[src/rtl/dwpid_pkg.sv]
// Shared types, constants and register map of the dual wheel PID drive.
// Used by the register file, sequencer, datapath and top; it depends on nothing else.
`timescale 1ns / 1ps

package dwpid_pkg;

  localparam int COEF_FRAC_BITS_DEF  = 16;
  localparam int SPEED_FRAC_BITS_DEF = 8;

  localparam int ADDR_W   = 5;
  localparam int DATA_W   = 32;
  localparam int DUTY_MAX = 255;
  localparam int NUM_MULS = 8;

  localparam logic [23:0] COEF_NOW_RST    = 24'd168786;
  localparam logic [23:0] COEF_PREV_RST   = 24'hFDFED8;  // -131368
  localparam logic [23:0] COEF_PREV2_RST  = 24'd3932;
  localparam logic [23:0] SPEED_SCALE_RST = 24'd64758;
  localparam logic [7:0]  BOOST_LEFT_RST  = 8'd8;
  localparam logic [7:0]  TRIM_RIGHT_RST  = 8'd0;

  typedef enum logic [2:0] {
    REG_COEF_NOW    = 3'd0,
    REG_COEF_PREV   = 3'd1,
    REG_COEF_PREV2  = 3'd2,
    REG_SPEED_SCALE = 3'd3,
    REG_BOOST_LEFT  = 3'd4,
    REG_TRIM_RIGHT  = 3'd5
  } reg_idx_e;

  typedef enum logic [1:0] {
    DIR_STOP = 2'd0,
    DIR_FWD  = 2'd1,
    DIR_REV  = 2'd2
  } dir_e;

  typedef enum logic [2:0] {
    MUL_SPD_L   = 3'd0,
    MUL_SPD_R   = 3'd1,
    MUL_NOW_L   = 3'd2,
    MUL_NOW_R   = 3'd3,
    MUL_PREV_L  = 3'd4,
    MUL_PREV_R  = 3'd5,
    MUL_PREV2_L = 3'd6,
    MUL_PREV2_R = 3'd7
  } mul_op_e;

  typedef enum logic [2:0] {
    ACC_NONE  = 3'd0,
    ACC_SPD_L = 3'd1,
    ACC_SPD_R = 3'd2,
    ACC_PID_L = 3'd3,
    ACC_PID_R = 3'd4
  } acc_op_e;

  typedef struct packed {
    logic [23:0] coef_now;
    logic [23:0] coef_prev;
    logic [23:0] coef_prev2;
    logic [23:0] speed_scale;
    logic [7:0]  boost_left;
    logic [7:0]  trim_right;
  } cfg_t;

  typedef struct packed {
    logic    load;
    logic    mul_en;
    mul_op_e mul_op;
    acc_op_e acc_op;
    logic    clamp;
    logic    emit;
  } cmd_t;

  typedef struct packed {
    logic in_valid;
    logic out_free;
  } stat_t;

endpackage

[src/rtl/dwpid_in_if.sv]
// Input channel of the PID drive: one control tick per item.
// Standalone; field widths are fixed by the item format.
`timescale 1ns / 1ps

interface dwpid_in_if;
  logic               valid;
  logic               ready;
  logic signed [15:0] count_left;
  logic signed [15:0] count_right;
  logic signed [23:0] set_left;
  logic signed [23:0] set_right;

  modport source (output valid, count_left, count_right, set_left, set_right,
                  input ready);
  modport sink   (input valid, count_left, count_right, set_left, set_right,
                  output ready);
endinterface

[src/rtl/dwpid_out_if.sv]
// Output channel of the PID drive: motor commands and measured speeds.
// Standalone; field widths are fixed by the item format.
`timescale 1ns / 1ps

interface dwpid_out_if;
  logic               valid;
  logic               ready;
  logic [1:0]         dir_left;
  logic [7:0]         rear_duty_left;
  logic [7:0]         front_duty_left;
  logic [1:0]         dir_right;
  logic [7:0]         rear_duty_right;
  logic [7:0]         front_duty_right;
  logic signed [23:0] speed_left;
  logic signed [23:0] speed_right;

  modport source (output valid, dir_left, rear_duty_left, front_duty_left, dir_right,
                  rear_duty_right, front_duty_right, speed_left, speed_right,
                  input ready);
  modport sink   (input valid, dir_left, rear_duty_left, front_duty_left, dir_right,
                  rear_duty_right, front_duty_right, speed_left, speed_right,
                  output ready);
endinterface

[src/rtl/dwpid_regs.sv]
// APB register file holding the PID coefficients, speed scale and duty offsets.
// Depends on dwpid_pkg.
`timescale 1ns / 1ps

module dwpid_regs
  import dwpid_pkg::*;
(
  input  logic              clk_i,
  input  logic              rst_ni,
  input  logic              psel,
  input  logic              penable,
  input  logic              pwrite,
  input  logic [ADDR_W-1:0] paddr,
  input  logic [DATA_W-1:0] pwdata,
  output logic [DATA_W-1:0] prdata,
  output logic              pready,
  output cfg_t              cfg_o
);

  cfg_t     cfg_q, cfg_d;
  reg_idx_e idx;
  logic     wr_en;

  assign pready = 1'b1;
  assign wr_en  = psel & penable & pwrite;
  assign idx    = reg_idx_e'(paddr[ADDR_W-1:2]);

  always_comb begin
    cfg_d = cfg_q;
    if (wr_en) begin
      unique case (idx)
        REG_COEF_NOW:    cfg_d.coef_now    = pwdata[23:0];
        REG_COEF_PREV:   cfg_d.coef_prev   = pwdata[23:0];
        REG_COEF_PREV2:  cfg_d.coef_prev2  = pwdata[23:0];
        REG_SPEED_SCALE: cfg_d.speed_scale = pwdata[23:0];
        REG_BOOST_LEFT:  cfg_d.boost_left  = pwdata[7:0];
        REG_TRIM_RIGHT:  cfg_d.trim_right  = pwdata[7:0];
        default: ;
      endcase
    end
  end

  always_comb begin
    unique case (idx)
      REG_COEF_NOW:    prdata = {8'd0, cfg_q.coef_now};
      REG_COEF_PREV:   prdata = {8'd0, cfg_q.coef_prev};
      REG_COEF_PREV2:  prdata = {8'd0, cfg_q.coef_prev2};
      REG_SPEED_SCALE: prdata = {8'd0, cfg_q.speed_scale};
      REG_BOOST_LEFT:  prdata = {24'd0, cfg_q.boost_left};
      REG_TRIM_RIGHT:  prdata = {24'd0, cfg_q.trim_right};
      default:         prdata = '0;
    endcase
  end

  always_ff @(posedge clk_i or negedge rst_ni) begin
    if (!rst_ni) begin
      cfg_q.coef_now    <= COEF_NOW_RST;
      cfg_q.coef_prev   <= COEF_PREV_RST;
      cfg_q.coef_prev2  <= COEF_PREV2_RST;
      cfg_q.speed_scale <= SPEED_SCALE_RST;
      cfg_q.boost_left  <= BOOST_LEFT_RST;
      cfg_q.trim_right  <= TRIM_RIGHT_RST;
    end else begin
      cfg_q <= cfg_d;
    end
  end

  assign cfg_o = cfg_q;

endmodule

[src/rtl/dwpid_ctrl.sv]
// Sequencer of the PID drive: steps the shared multiplier through eight products,
// then clamps and hands the item to the output register. Depends on dwpid_pkg.
`timescale 1ns / 1ps

module dwpid_ctrl
  import dwpid_pkg::*;
(
  input  logic  clk_i,
  input  logic  rst_ni,
  input  stat_t stat_i,
  output cmd_t  cmd_o,
  output logic  in_ready_o
);

  typedef enum logic [1:0] {
    S_IDLE  = 2'd0,
    S_RUN   = 2'd1,
    S_CLAMP = 2'd2,
    S_EMIT  = 2'd3
  } state_e;

  state_e      state_q;
  logic [3:0]  step_q;

  always_ff @(posedge clk_i or negedge rst_ni) begin
    if (!rst_ni) begin
      state_q <= S_IDLE;
      step_q  <= '0;
    end else begin
      unique case (state_q)
        S_IDLE: begin
          step_q <= '0;
          if (stat_i.in_valid) state_q <= S_RUN;
        end
        S_RUN: begin
          // The last step only drains the product register.
          if (step_q == 4'(NUM_MULS)) state_q <= S_CLAMP;
          step_q <= step_q + 4'd1;
        end
        S_CLAMP: state_q <= S_EMIT;
        S_EMIT: begin
          if (stat_i.out_free) state_q <= S_IDLE;
        end
        default: state_q <= S_IDLE;
      endcase
    end
  end

  assign in_ready_o = (state_q == S_IDLE);

  always_comb begin
    cmd_o        = '0;
    cmd_o.mul_op = MUL_SPD_L;
    cmd_o.acc_op = ACC_NONE;
    cmd_o.load   = (state_q == S_IDLE) && stat_i.in_valid;
    cmd_o.clamp  = (state_q == S_CLAMP);
    cmd_o.emit   = (state_q == S_EMIT) && stat_i.out_free;
    if (state_q == S_RUN) begin
      cmd_o.mul_en = (step_q < 4'(NUM_MULS));
      unique case (step_q[2:0])
        3'd0: cmd_o.mul_op = MUL_SPD_L;
        3'd1: cmd_o.mul_op = MUL_SPD_R;
        3'd2: cmd_o.mul_op = MUL_NOW_L;
        3'd3: cmd_o.mul_op = MUL_NOW_R;
        3'd4: cmd_o.mul_op = MUL_PREV_L;
        3'd5: cmd_o.mul_op = MUL_PREV_R;
        3'd6: cmd_o.mul_op = MUL_PREV2_L;
        default: cmd_o.mul_op = MUL_PREV2_R;
      endcase
      // Each product is consumed in the step after it was issued.
      unique case (step_q)
        4'd1: cmd_o.acc_op = ACC_SPD_L;
        4'd2: cmd_o.acc_op = ACC_SPD_R;
        4'd3, 4'd5, 4'd7: cmd_o.acc_op = ACC_PID_L;
        4'd4, 4'd6, 4'd8: cmd_o.acc_op = ACC_PID_R;
        default: cmd_o.acc_op = ACC_NONE;
      endcase
    end
  end

endmodule

[src/rtl/dwpid_dp.sv]
// Datapath of the PID drive: input capture, shared 25x25 multiplier, accumulators,
// per-wheel PID state, clamp, duty mapping and output register. Depends on dwpid_pkg.
`timescale 1ns / 1ps

module dwpid_dp
  import dwpid_pkg::*;
#(
  parameter int COEF_FRAC_BITS  = COEF_FRAC_BITS_DEF,
  parameter int SPEED_FRAC_BITS = SPEED_FRAC_BITS_DEF
) (
  input  logic               clk_i,
  input  logic               rst_ni,
  input  cfg_t               cfg_i,
  input  cmd_t               cmd_i,
  input  logic signed [15:0] count_left_i,
  input  logic signed [15:0] count_right_i,
  input  logic signed [23:0] set_left_i,
  input  logic signed [23:0] set_right_i,
  input  logic               out_ready_i,
  output logic               out_valid_o,
  output logic               out_free_o,
  output logic [1:0]         dir_left_o,
  output logic [7:0]         rear_duty_left_o,
  output logic [7:0]         front_duty_left_o,
  output logic [1:0]         dir_right_o,
  output logic [7:0]         rear_duty_right_o,
  output logic [7:0]         front_duty_right_o,
  output logic signed [23:0] speed_left_o,
  output logic signed [23:0] speed_right_o
);

  localparam int OP_W    = 25;
  localparam int PROD_W  = 2 * OP_W;
  localparam int ACC_W   = PROD_W + 2;
  localparam int SUM_W   = ACC_W + 1;
  localparam int DRIVE_W = SPEED_FRAC_BITS + 9;
  localparam int SHR = (COEF_FRAC_BITS >= SPEED_FRAC_BITS) ?
                       COEF_FRAC_BITS - SPEED_FRAC_BITS : 0;
  localparam int SHL = (SPEED_FRAC_BITS > COEF_FRAC_BITS) ?
                       SPEED_FRAC_BITS - COEF_FRAC_BITS : 0;
  localparam logic signed [PROD_W-1:0] SPD_HI = PROD_W'(8388607);
  localparam logic signed [PROD_W-1:0] SPD_LO = -PROD_W'(8388608);
  localparam logic signed [SUM_W-1:0]  LIM_HI = SUM_W'(DUTY_MAX) <<< SPEED_FRAC_BITS;
  localparam logic signed [SUM_W-1:0]  LIM_LO = -LIM_HI;

  typedef struct packed {
    dir_e       dir;
    logic [7:0] rear;
    logic [7:0] front;
  } drive_t;

  function automatic drive_t map_drive(input logic signed [DRIVE_W-1:0] v,
                                       input logic is_left,
                                       input logic [7:0] boost,
                                       input logic [7:0] trim);
    drive_t             r;
    logic [DRIVE_W-1:0] mag;
    logic [8:0]         sum;
    r   = '0;
    mag = v[DRIVE_W-1] ? DRIVE_W'(-v) : DRIVE_W'(v);
    sum = '0;
    if (v == '0) begin
      r.dir = DIR_STOP;
    end else begin
      r.dir  = v[DRIVE_W-1] ? DIR_REV : DIR_FWD;
      r.rear = mag[SPEED_FRAC_BITS +: 8];
      if (is_left) begin
        sum     = {1'b0, r.rear} + {1'b0, boost};
        r.front = sum[8] ? 8'(DUTY_MAX) : sum[7:0];
      end else begin
        r.front = (r.rear > trim) ? r.rear - trim : 8'd0;
      end
    end
    return r;
  endfunction

  function automatic logic signed [DRIVE_W-1:0] clamp_drive(
      input logic signed [SUM_W-1:0] v);
    logic signed [SUM_W-1:0] c;
    c = v;
    if (v > LIM_HI) c = LIM_HI;
    else if (v < LIM_LO) c = LIM_LO;
    return c[DRIVE_W-1:0];
  endfunction

  // Item registers.
  logic signed [16:0]        cnt_l_q, cnt_r_q;
  logic signed [23:0]        set_l_q, set_r_q;
  logic signed [23:0]        spd_l_q, spd_r_q;
  logic signed [24:0]        err_l_q, err_r_q;
  logic signed [ACC_W-1:0]   acc_l_q, acc_r_q;
  logic signed [PROD_W-1:0]  prod_q;
  // PID state kept across items.
  logic signed [DRIVE_W-1:0] last_l_q, last_r_q;
  logic signed [24:0]        e1_l_q, e2_l_q, e1_r_q, e2_r_q;
  // Output register.
  logic                      out_valid_q;
  drive_t                    drv_l_q, drv_r_q;
  logic signed [23:0]        out_spd_l_q, out_spd_r_q;

  logic signed [OP_W-1:0]    op_a, op_b;
  logic signed [PROD_W-1:0]  spd_wide;
  logic signed [23:0]        spd_sat;
  logic signed [23:0]        set_sel;
  logic signed [24:0]        err_new;
  logic signed [SUM_W-1:0]   sum_l, sum_r;

  always_comb begin
    unique case (cmd_i.mul_op)
      MUL_SPD_L:   begin op_a = OP_W'(cnt_l_q);            op_b = {1'b0, cfg_i.speed_scale}; end
      MUL_SPD_R:   begin op_a = OP_W'(cnt_r_q);            op_b = {1'b0, cfg_i.speed_scale}; end
      MUL_NOW_L:   begin op_a = OP_W'($signed(cfg_i.coef_now));   op_b = err_l_q; end
      MUL_NOW_R:   begin op_a = OP_W'($signed(cfg_i.coef_now));   op_b = err_r_q; end
      MUL_PREV_L:  begin op_a = OP_W'($signed(cfg_i.coef_prev));  op_b = e1_l_q;  end
      MUL_PREV_R:  begin op_a = OP_W'($signed(cfg_i.coef_prev));  op_b = e1_r_q;  end
      MUL_PREV2_L: begin op_a = OP_W'($signed(cfg_i.coef_prev2)); op_b = e2_l_q;  end
      default:     begin op_a = OP_W'($signed(cfg_i.coef_prev2)); op_b = e2_r_q;  end
    endcase
  end

  // Speed from the registered count product: floor shift into Q.SPEED, then saturate.
  always_comb begin
    spd_wide = (prod_q >>> SHR) <<< SHL;
    if (spd_wide > SPD_HI)      spd_sat = 24'sh7FFFFF;
    else if (spd_wide < SPD_LO) spd_sat = 24'sh800000;
    else                        spd_sat = spd_wide[23:0];
    set_sel = (cmd_i.acc_op == ACC_SPD_L) ? set_l_q : set_r_q;
    err_new = 25'(set_sel) - 25'(spd_sat);
  end

  assign sum_l = SUM_W'(last_l_q) + SUM_W'(acc_l_q >>> COEF_FRAC_BITS);
  assign sum_r = SUM_W'(last_r_q) + SUM_W'(acc_r_q >>> COEF_FRAC_BITS);

  always_ff @(posedge clk_i) begin
    if (cmd_i.load) begin
      cnt_l_q <= -17'(count_left_i);
      cnt_r_q <= 17'(count_right_i);
      set_l_q <= set_left_i;
      set_r_q <= set_right_i;
      acc_l_q <= '0;
      acc_r_q <= '0;
    end else begin
      unique case (cmd_i.acc_op)
        ACC_SPD_L: begin spd_l_q <= spd_sat; err_l_q <= err_new; end
        ACC_SPD_R: begin spd_r_q <= spd_sat; err_r_q <= err_new; end
        ACC_PID_L: acc_l_q <= acc_l_q + ACC_W'(prod_q);
        ACC_PID_R: acc_r_q <= acc_r_q + ACC_W'(prod_q);
        default: ;
      endcase
    end
    if (cmd_i.mul_en) prod_q <= op_a * op_b;
    if (cmd_i.emit) begin
      drv_l_q     <= map_drive(last_l_q, 1'b1, cfg_i.boost_left, cfg_i.trim_right);
      drv_r_q     <= map_drive(last_r_q, 1'b0, cfg_i.boost_left, cfg_i.trim_right);
      out_spd_l_q <= spd_l_q;
      out_spd_r_q <= spd_r_q;
    end
  end

  always_ff @(posedge clk_i or negedge rst_ni) begin
    if (!rst_ni) begin
      last_l_q    <= '0;
      last_r_q    <= '0;
      e1_l_q      <= '0;
      e2_l_q      <= '0;
      e1_r_q      <= '0;
      e2_r_q      <= '0;
      out_valid_q <= 1'b0;
    end else begin
      if (cmd_i.clamp) begin
        last_l_q <= clamp_drive(sum_l);
        last_r_q <= clamp_drive(sum_r);
        e2_l_q   <= e1_l_q;
        e1_l_q   <= err_l_q;
        e2_r_q   <= e1_r_q;
        e1_r_q   <= err_r_q;
      end
      out_valid_q <= cmd_i.emit | (out_valid_q & ~out_ready_i);
    end
  end

  assign out_free_o         = ~out_valid_q | out_ready_i;
  assign out_valid_o        = out_valid_q;
  assign dir_left_o         = drv_l_q.dir;
  assign rear_duty_left_o   = drv_l_q.rear;
  assign front_duty_left_o  = drv_l_q.front;
  assign dir_right_o        = drv_r_q.dir;
  assign rear_duty_right_o  = drv_r_q.rear;
  assign front_duty_right_o = drv_r_q.front;
  assign speed_left_o       = out_spd_l_q;
  assign speed_right_o      = out_spd_r_q;

endmodule

[src/rtl/dual_wheel_incremental_pid_drive_unit.sv]
// Channel   Direction  Handshake      Content
// in_ch     sink       valid/ready    encoder counts and speed setpoints, one tick
// out_ch    source     valid/ready    direction codes, rear/front duties, speeds
// apb       slave      psel/penable   PID coefficients, speed scale, boost, trim
//
// After acceptance, the shared 25x25 multiplier issues eight products (two
// speeds and three PID terms per wheel); a drain step, a clamp step and an
// emit step follow, and the emit places the result in the output register.
// The input is ready again in the cycle after the emit, so a new item is not
// taken before the last one is through. A new item is accepted once the
// previous result sits in the output register.
// Reset clears the PID history and last drive values to zero; registers take defaults.
// A stalled output holds its result; the next result waits until it is taken.
`timescale 1ns / 1ps

module dual_wheel_incremental_pid_drive_unit
  import dwpid_pkg::*;
#(
  parameter int COEF_FRAC_BITS  = COEF_FRAC_BITS_DEF,
  parameter int SPEED_FRAC_BITS = SPEED_FRAC_BITS_DEF
) (
  input  logic              clk_i,
  input  logic              rst_ni,
  dwpid_in_if.sink          in_ch,
  dwpid_out_if.source       out_ch,
  input  logic              psel,
  input  logic              penable,
  input  logic              pwrite,
  input  logic [ADDR_W-1:0] paddr,
  input  logic [DATA_W-1:0] pwdata,
  output logic [DATA_W-1:0] prdata,
  output logic              pready
);

  cfg_t  cfg;
  cmd_t  cmd;
  stat_t stat;
  logic  out_free;

  dwpid_regs u_regs (
    .clk_i   (clk_i),
    .rst_ni  (rst_ni),
    .psel    (psel),
    .penable (penable),
    .pwrite  (pwrite),
    .paddr   (paddr),
    .pwdata  (pwdata),
    .prdata  (prdata),
    .pready  (pready),
    .cfg_o   (cfg)
  );

  assign stat.in_valid = in_ch.valid;
  assign stat.out_free = out_free;

  dwpid_ctrl u_ctrl (
    .clk_i      (clk_i),
    .rst_ni     (rst_ni),
    .stat_i     (stat),
    .cmd_o      (cmd),
    .in_ready_o (in_ch.ready)
  );

  dwpid_dp #(
    .COEF_FRAC_BITS  (COEF_FRAC_BITS),
    .SPEED_FRAC_BITS (SPEED_FRAC_BITS)
  ) u_dp (
    .clk_i              (clk_i),
    .rst_ni             (rst_ni),
    .cfg_i              (cfg),
    .cmd_i              (cmd),
    .count_left_i       (in_ch.count_left),
    .count_right_i      (in_ch.count_right),
    .set_left_i         (in_ch.set_left),
    .set_right_i        (in_ch.set_right),
    .out_ready_i        (out_ch.ready),
    .out_valid_o        (out_ch.valid),
    .out_free_o         (out_free),
    .dir_left_o         (out_ch.dir_left),
    .rear_duty_left_o   (out_ch.rear_duty_left),
    .front_duty_left_o  (out_ch.front_duty_left),
    .dir_right_o        (out_ch.dir_right),
    .rear_duty_right_o  (out_ch.rear_duty_right),
    .front_duty_right_o (out_ch.front_duty_right),
    .speed_left_o       (out_ch.speed_left),
    .speed_right_o      (out_ch.speed_right)
  );

endmodule
[src/flat_wrapper.sv]
// flat-port wrapper written by rule: the top's interface ports become plain ports
module dual_wheel_incremental_pid_drive_unit_flat import dwpid_pkg::*;
#(
  parameter int COEF_FRAC_BITS  = COEF_FRAC_BITS_DEF,
  parameter int SPEED_FRAC_BITS = SPEED_FRAC_BITS_DEF
)
  (clk_i, rst_ni, psel, penable, pwrite, paddr, pwdata, prdata, pready, in_ch_valid, in_ch_count_left, in_ch_count_right, in_ch_set_left, in_ch_set_right, in_ch_ready, out_ch_valid, out_ch_dir_left, out_ch_rear_duty_left, out_ch_front_duty_left, out_ch_dir_right, out_ch_rear_duty_right, out_ch_front_duty_right, out_ch_speed_left, out_ch_speed_right, out_ch_ready);
  dwpid_in_if in_ch_i ();
  dwpid_out_if out_ch_i ();
  input  logic clk_i;
  input  logic rst_ni;
  input  logic psel;
  input  logic penable;
  input  logic pwrite;
  input  logic [ADDR_W-1:0] paddr;
  input  logic [DATA_W-1:0] pwdata;
  output logic [DATA_W-1:0] prdata;
  output logic pready;
  input wire logic [$bits(in_ch_i.valid)-1:0] in_ch_valid;
  input wire logic [$bits(in_ch_i.count_left)-1:0] in_ch_count_left;
  input wire logic [$bits(in_ch_i.count_right)-1:0] in_ch_count_right;
  input wire logic [$bits(in_ch_i.set_left)-1:0] in_ch_set_left;
  input wire logic [$bits(in_ch_i.set_right)-1:0] in_ch_set_right;
  output wire logic [$bits(in_ch_i.ready)-1:0] in_ch_ready;
  output wire logic [$bits(out_ch_i.valid)-1:0] out_ch_valid;
  output wire logic [$bits(out_ch_i.dir_left)-1:0] out_ch_dir_left;
  output wire logic [$bits(out_ch_i.rear_duty_left)-1:0] out_ch_rear_duty_left;
  output wire logic [$bits(out_ch_i.front_duty_left)-1:0] out_ch_front_duty_left;
  output wire logic [$bits(out_ch_i.dir_right)-1:0] out_ch_dir_right;
  output wire logic [$bits(out_ch_i.rear_duty_right)-1:0] out_ch_rear_duty_right;
  output wire logic [$bits(out_ch_i.front_duty_right)-1:0] out_ch_front_duty_right;
  output wire logic [$bits(out_ch_i.speed_left)-1:0] out_ch_speed_left;
  output wire logic [$bits(out_ch_i.speed_right)-1:0] out_ch_speed_right;
  input wire logic [$bits(out_ch_i.ready)-1:0] out_ch_ready;
  assign in_ch_i.valid = in_ch_valid;
  assign in_ch_i.count_left = in_ch_count_left;
  assign in_ch_i.count_right = in_ch_count_right;
  assign in_ch_i.set_left = in_ch_set_left;
  assign in_ch_i.set_right = in_ch_set_right;
  assign in_ch_ready = in_ch_i.ready;
  assign out_ch_valid = out_ch_i.valid;
  assign out_ch_dir_left = out_ch_i.dir_left;
  assign out_ch_rear_duty_left = out_ch_i.rear_duty_left;
  assign out_ch_front_duty_left = out_ch_i.front_duty_left;
  assign out_ch_dir_right = out_ch_i.dir_right;
  assign out_ch_rear_duty_right = out_ch_i.rear_duty_right;
  assign out_ch_front_duty_right = out_ch_i.front_duty_right;
  assign out_ch_speed_left = out_ch_i.speed_left;
  assign out_ch_speed_right = out_ch_i.speed_right;
  assign out_ch_i.ready = out_ch_ready;
  dual_wheel_incremental_pid_drive_unit #(.COEF_FRAC_BITS(COEF_FRAC_BITS), .SPEED_FRAC_BITS(SPEED_FRAC_BITS)) u_core (.clk_i(clk_i), .rst_ni(rst_ni), .in_ch(in_ch_i), .out_ch(out_ch_i), .psel(psel), .penable(penable), .pwrite(pwrite), .paddr(paddr), .pwdata(pwdata), .prdata(prdata), .pready(pready));
endmodule
[config.mk]
export PLATFORM = sky130hd
export DESIGN_NAME = dual_wheel_incremental_pid_drive_unit_flat
export DESIGN_NICKNAME = d
export VERILOG_FILES = /design/src/rtl/dwpid_pkg.sv /design/src/rtl/dwpid_in_if.sv /design/src/rtl/dwpid_out_if.sv /design/src/rtl/dwpid_regs.sv /design/src/rtl/dwpid_ctrl.sv /design/src/rtl/dwpid_dp.sv /design/src/rtl/dual_wheel_incremental_pid_drive_unit.sv /design/src/flat_wrapper.sv
export SDC_FILE = /design/constraint.sdc
export NUM_CORES = 2
export LEC_CHECK = 0
export ABC_AREA = 1
export BUFFER_PORTS_ARGS = -buffer_cell sky130_fd_sc_hd__buf_2
export CORE_AREA = 2 2 358 360
export DETAILED_ROUTE_END_ITERATION = 6
export DIE_AREA = 0 0 360 362
export PLACE_DENSITY = 0.65
export SLEW_MARGIN = 20
export SYNTH_ARGS = -nofsm -noshare
export SYNTH_HDL_FRONTEND = slang
export SYNTH_SLANG_ARGS = --single-unit
[constraint.sdc]
create_clock -name clk_i -period 9.24 [get_ports clk_i]
set_input_delay 0 -clock clk_i [delete_from_list [all_inputs] [get_ports clk_i]]
set_output_delay 0 -clock clk_i [all_outputs]
set_load 0.02 [all_outputs]
==> results.ini <==
[logic_synthesis]
synth_edf_count=313
synth_cells=7896
synthArstFlopShare=0.3776
synth_top_area_cell=fa_1
synth.distinct_cells=73
synth.area.top_cells=fa_1, edfxtp_1, nand2_1, inv_1, dfrtp_1
synth_area_um2=63970
ys_seq_elements=670
synthFlopType=edfxtp_1
synthSimpleGateAreaFrac=0.1893
synth_compound_area_frac=0.1137
synthMuxAreaShare=0.004029
synth_area_per_cell_um2=8.101
yosys_warnings=0
synthAdderAreaFrac=0.2743
yosysTopAreaCellShare=0.2031
synth_top_family_by_area=adder cells
yosysSeqAreaShare=0.2794
synth-xor-area-share=0.02916

[timing]
tightest_slew_ps=1260
max_slew_margin=0.1509
slew_viol_final=0
setup-violations-final=0
worst_slack_ps=391.8
max_clock_freq_mhz=113.0
hold_viol=0
finClkSkew_ps=51.43
fin_crit_sh=0.9576
period_needed_ps=8848

[finish]
fin_nets=9558
area_delta_synth_final_pct=14.09
n_fill_cell=11550
final_cell_mix=nand2_1, inv_1, nor2_1, fa_1, o21ai_0
layout_commonest_cell=nand2_1
drive_above_1_share=0.09959

[global_routing]
grtUsageMet3=0.04794
grt_pass1_wl_um=325600
grt_pass1_vias=54390
grt_max_degree=109
track_usage=0.3289
grt_use_met1=0.4503
grt.busiest_layer=met2
antenna_found_initial=4
overflow=0
grt_util_met2=0.5179

[detailed_routing]
avgViaCountPerCell=5.446
route.detailed.drc=0
wl_um=215400
routedWlPerCell_um=21.23
drt_iter0_drc=5168
firstDrtPassIters=6
antenna_left=0
num_vias=55260

[critical_path]
crit_top_cell=fa_1
rrSetupSlack_ps=390
arrival_ps=9280
critPathMaxFanout=18
critPathMaxStageDelay_ps=700
crit_path_end_kind=flop
cp.required_ps=9670
slowest_stage=fa_1
startpoint_type=flop
path_class=flop to flop

[clock_network]
cts_sinks=670
clock-root-buffer=clkbuf_16
path_clk_slew_ps=60
clk_path_buf_depth=3
htree_levels=3
tritoncts.num_buffers=79
cts_tree=done
clkLatencyLatePin_ps=720

[placement]
pre_cts_slack_ps=50.63
dp.final_hpwl_um=172100
portBuffers=223
gp_congestion=0.9961

[floorplan]
start_util=0.5049
die_area_um2=130300
ioPinCount=243
die_w_um=360
core_area_um2=126700
num_rows=131
die_y_um=362

[outcome]
status=finished clean

[min_path]
hp-class=input pin to flop

[flow_run]
maxCapViolCount=0

[cells by family (layout without fill, tap and decap cells)]
| logic type | count (synthesis) | after routing |
|---|---|---|
| muxes | 23 | 23 |
| xor gates and xnor gates | 213 | 213 |
| buffers and inverters | 1789 | 2371 |
| and+or+nand+nor | 2997 | 2997 |
| adders and majority gates | 1013 | 1013 |
| other | 2 | 10 |
| DFF | 670 | 670 |
| AOI/OAI and AO/OA | 1189 | 1189 |
[area by class of cell]
type / instances / area [µm²] / share of cell area
Tap cell: 1662 / 2079 / 0.02849
Clock buffer: 106 / 2171 / 0.02974
Inverter: 1576 / 5978 / 0.08191
Sequential cell: 670 / 17870 / 0.2449
Timing Repair Buffer: 650 / 5045 / 0.06912
Antenna cell: 1 / 2.502 / 0.00003429
Multi-Input combinational cell: 5444 / 39450 / 0.5405
Clock inverter: 39 / 389.1 / 0.005332
[state kept, by name, indices dropped and copies added, names as in the netlist, 50 cells and up]
name / flops
u_core.u_regs.cfg_o: 112
u_core.u_dp.acc_l_q: 52
u_core.u_dp.acc_r_q: 52
u_core.u_dp.prod_q: 50
[routing by layer]
layer	up-vias	share of wire
li1	25960	-
met5	-	0.00011
met1	26770	0.43
met3	422	0.076
met2	2111	0.45
met4	4	0.052
[through the flow]
step | area (µm²) | util | cells | hold slack, ps | TNS, ps
finish | 72990 | 0.5760 | 10150 | 31.39 | 0
global route | 72980 | 0.5760 | 10150 | 19.74 | -26.38
CTS | 72480 | 0.5721 | 10130 | 1.564 | 0
detailed placement | 67970 | 0.5365 | 9791 | 150.9 | 0
global placement | 67970 | 0.5365 | 9791 | 141.7 | 0
floorplan | 64000 | - | 7903 | -295.6 | 0
[worst paths after layout]
path | from | to | depth (start not counted)
worst max-delay path | u_core.u_ctrl.step_q[0]$_DFFE_PN0P_ | u_core.u_dp.prod_q[44]$_DFFE_PP_ | 38
worst min-delay path | in_ch_set_left[3] | u_core.u_dp.set_l_q[3]$_DFFE_PP_ | 2
worst min register to register | u_core.u_dp.spd_r_q[12]$_DFFE_PP_ | u_core.u_dp.speed_right_o[12]$_DFFE_PP_ | 0
worst max register to register | u_core.u_ctrl.step_q[0]$_DFFE_PN0P_ | u_core.u_dp.prod_q[44]$_DFFE_PP_ | 38
min in group asynchronous | rst_ni | u_core.u_dp.last_r_q[15]$_DFFE_PN0P_ | 3
max in group asynchronous | rst_ni | u_core.u_dp.e1_r_q[14]$_DFFE_PN0P_ | 5
[synthesized netlist by cell type (47+ instances only)]
cell,count
a21oi_1,330
ha_1,364
xor2_1,132
inv_1,1531
a31oi_1,60
nand4_1,58
o21ai_0,426
dfrtp_1,206
xnor2_1,81
buf_2,61
edfxtp_1,313
dfxtp_1,104
nand3_1,199
clkbuf_1,98
nand2_1,1735
dfstp_2,47
fa_1,649
nor2_1,857
o21bai_1,56
[worst max-delay path, delay by kind of cell, from the launching register on]
family | cells | cell delay (ps)
AND/OR/NAND/NOR | 13 | 1880
AO/OA/AOI/OAI | 4 | 580
adder cells (fa/ha/maj) | 9 | 4360
buffers and inverters | 11 | 1280
flip-flops | 1 | 410
XOR/XNOR | 1 | 70
[repair_timing]
action,in CTS,in global routing
resized for setup,0,95
setup endpoints to repair,0,28
setup buffers,0,16
hold buffers,195,0
hold endpoints to repair,311,0
Power is left out: the tool's default activity adds up to more than one toggle a clock period on the data nets, which glitch-free logic cannot reach.
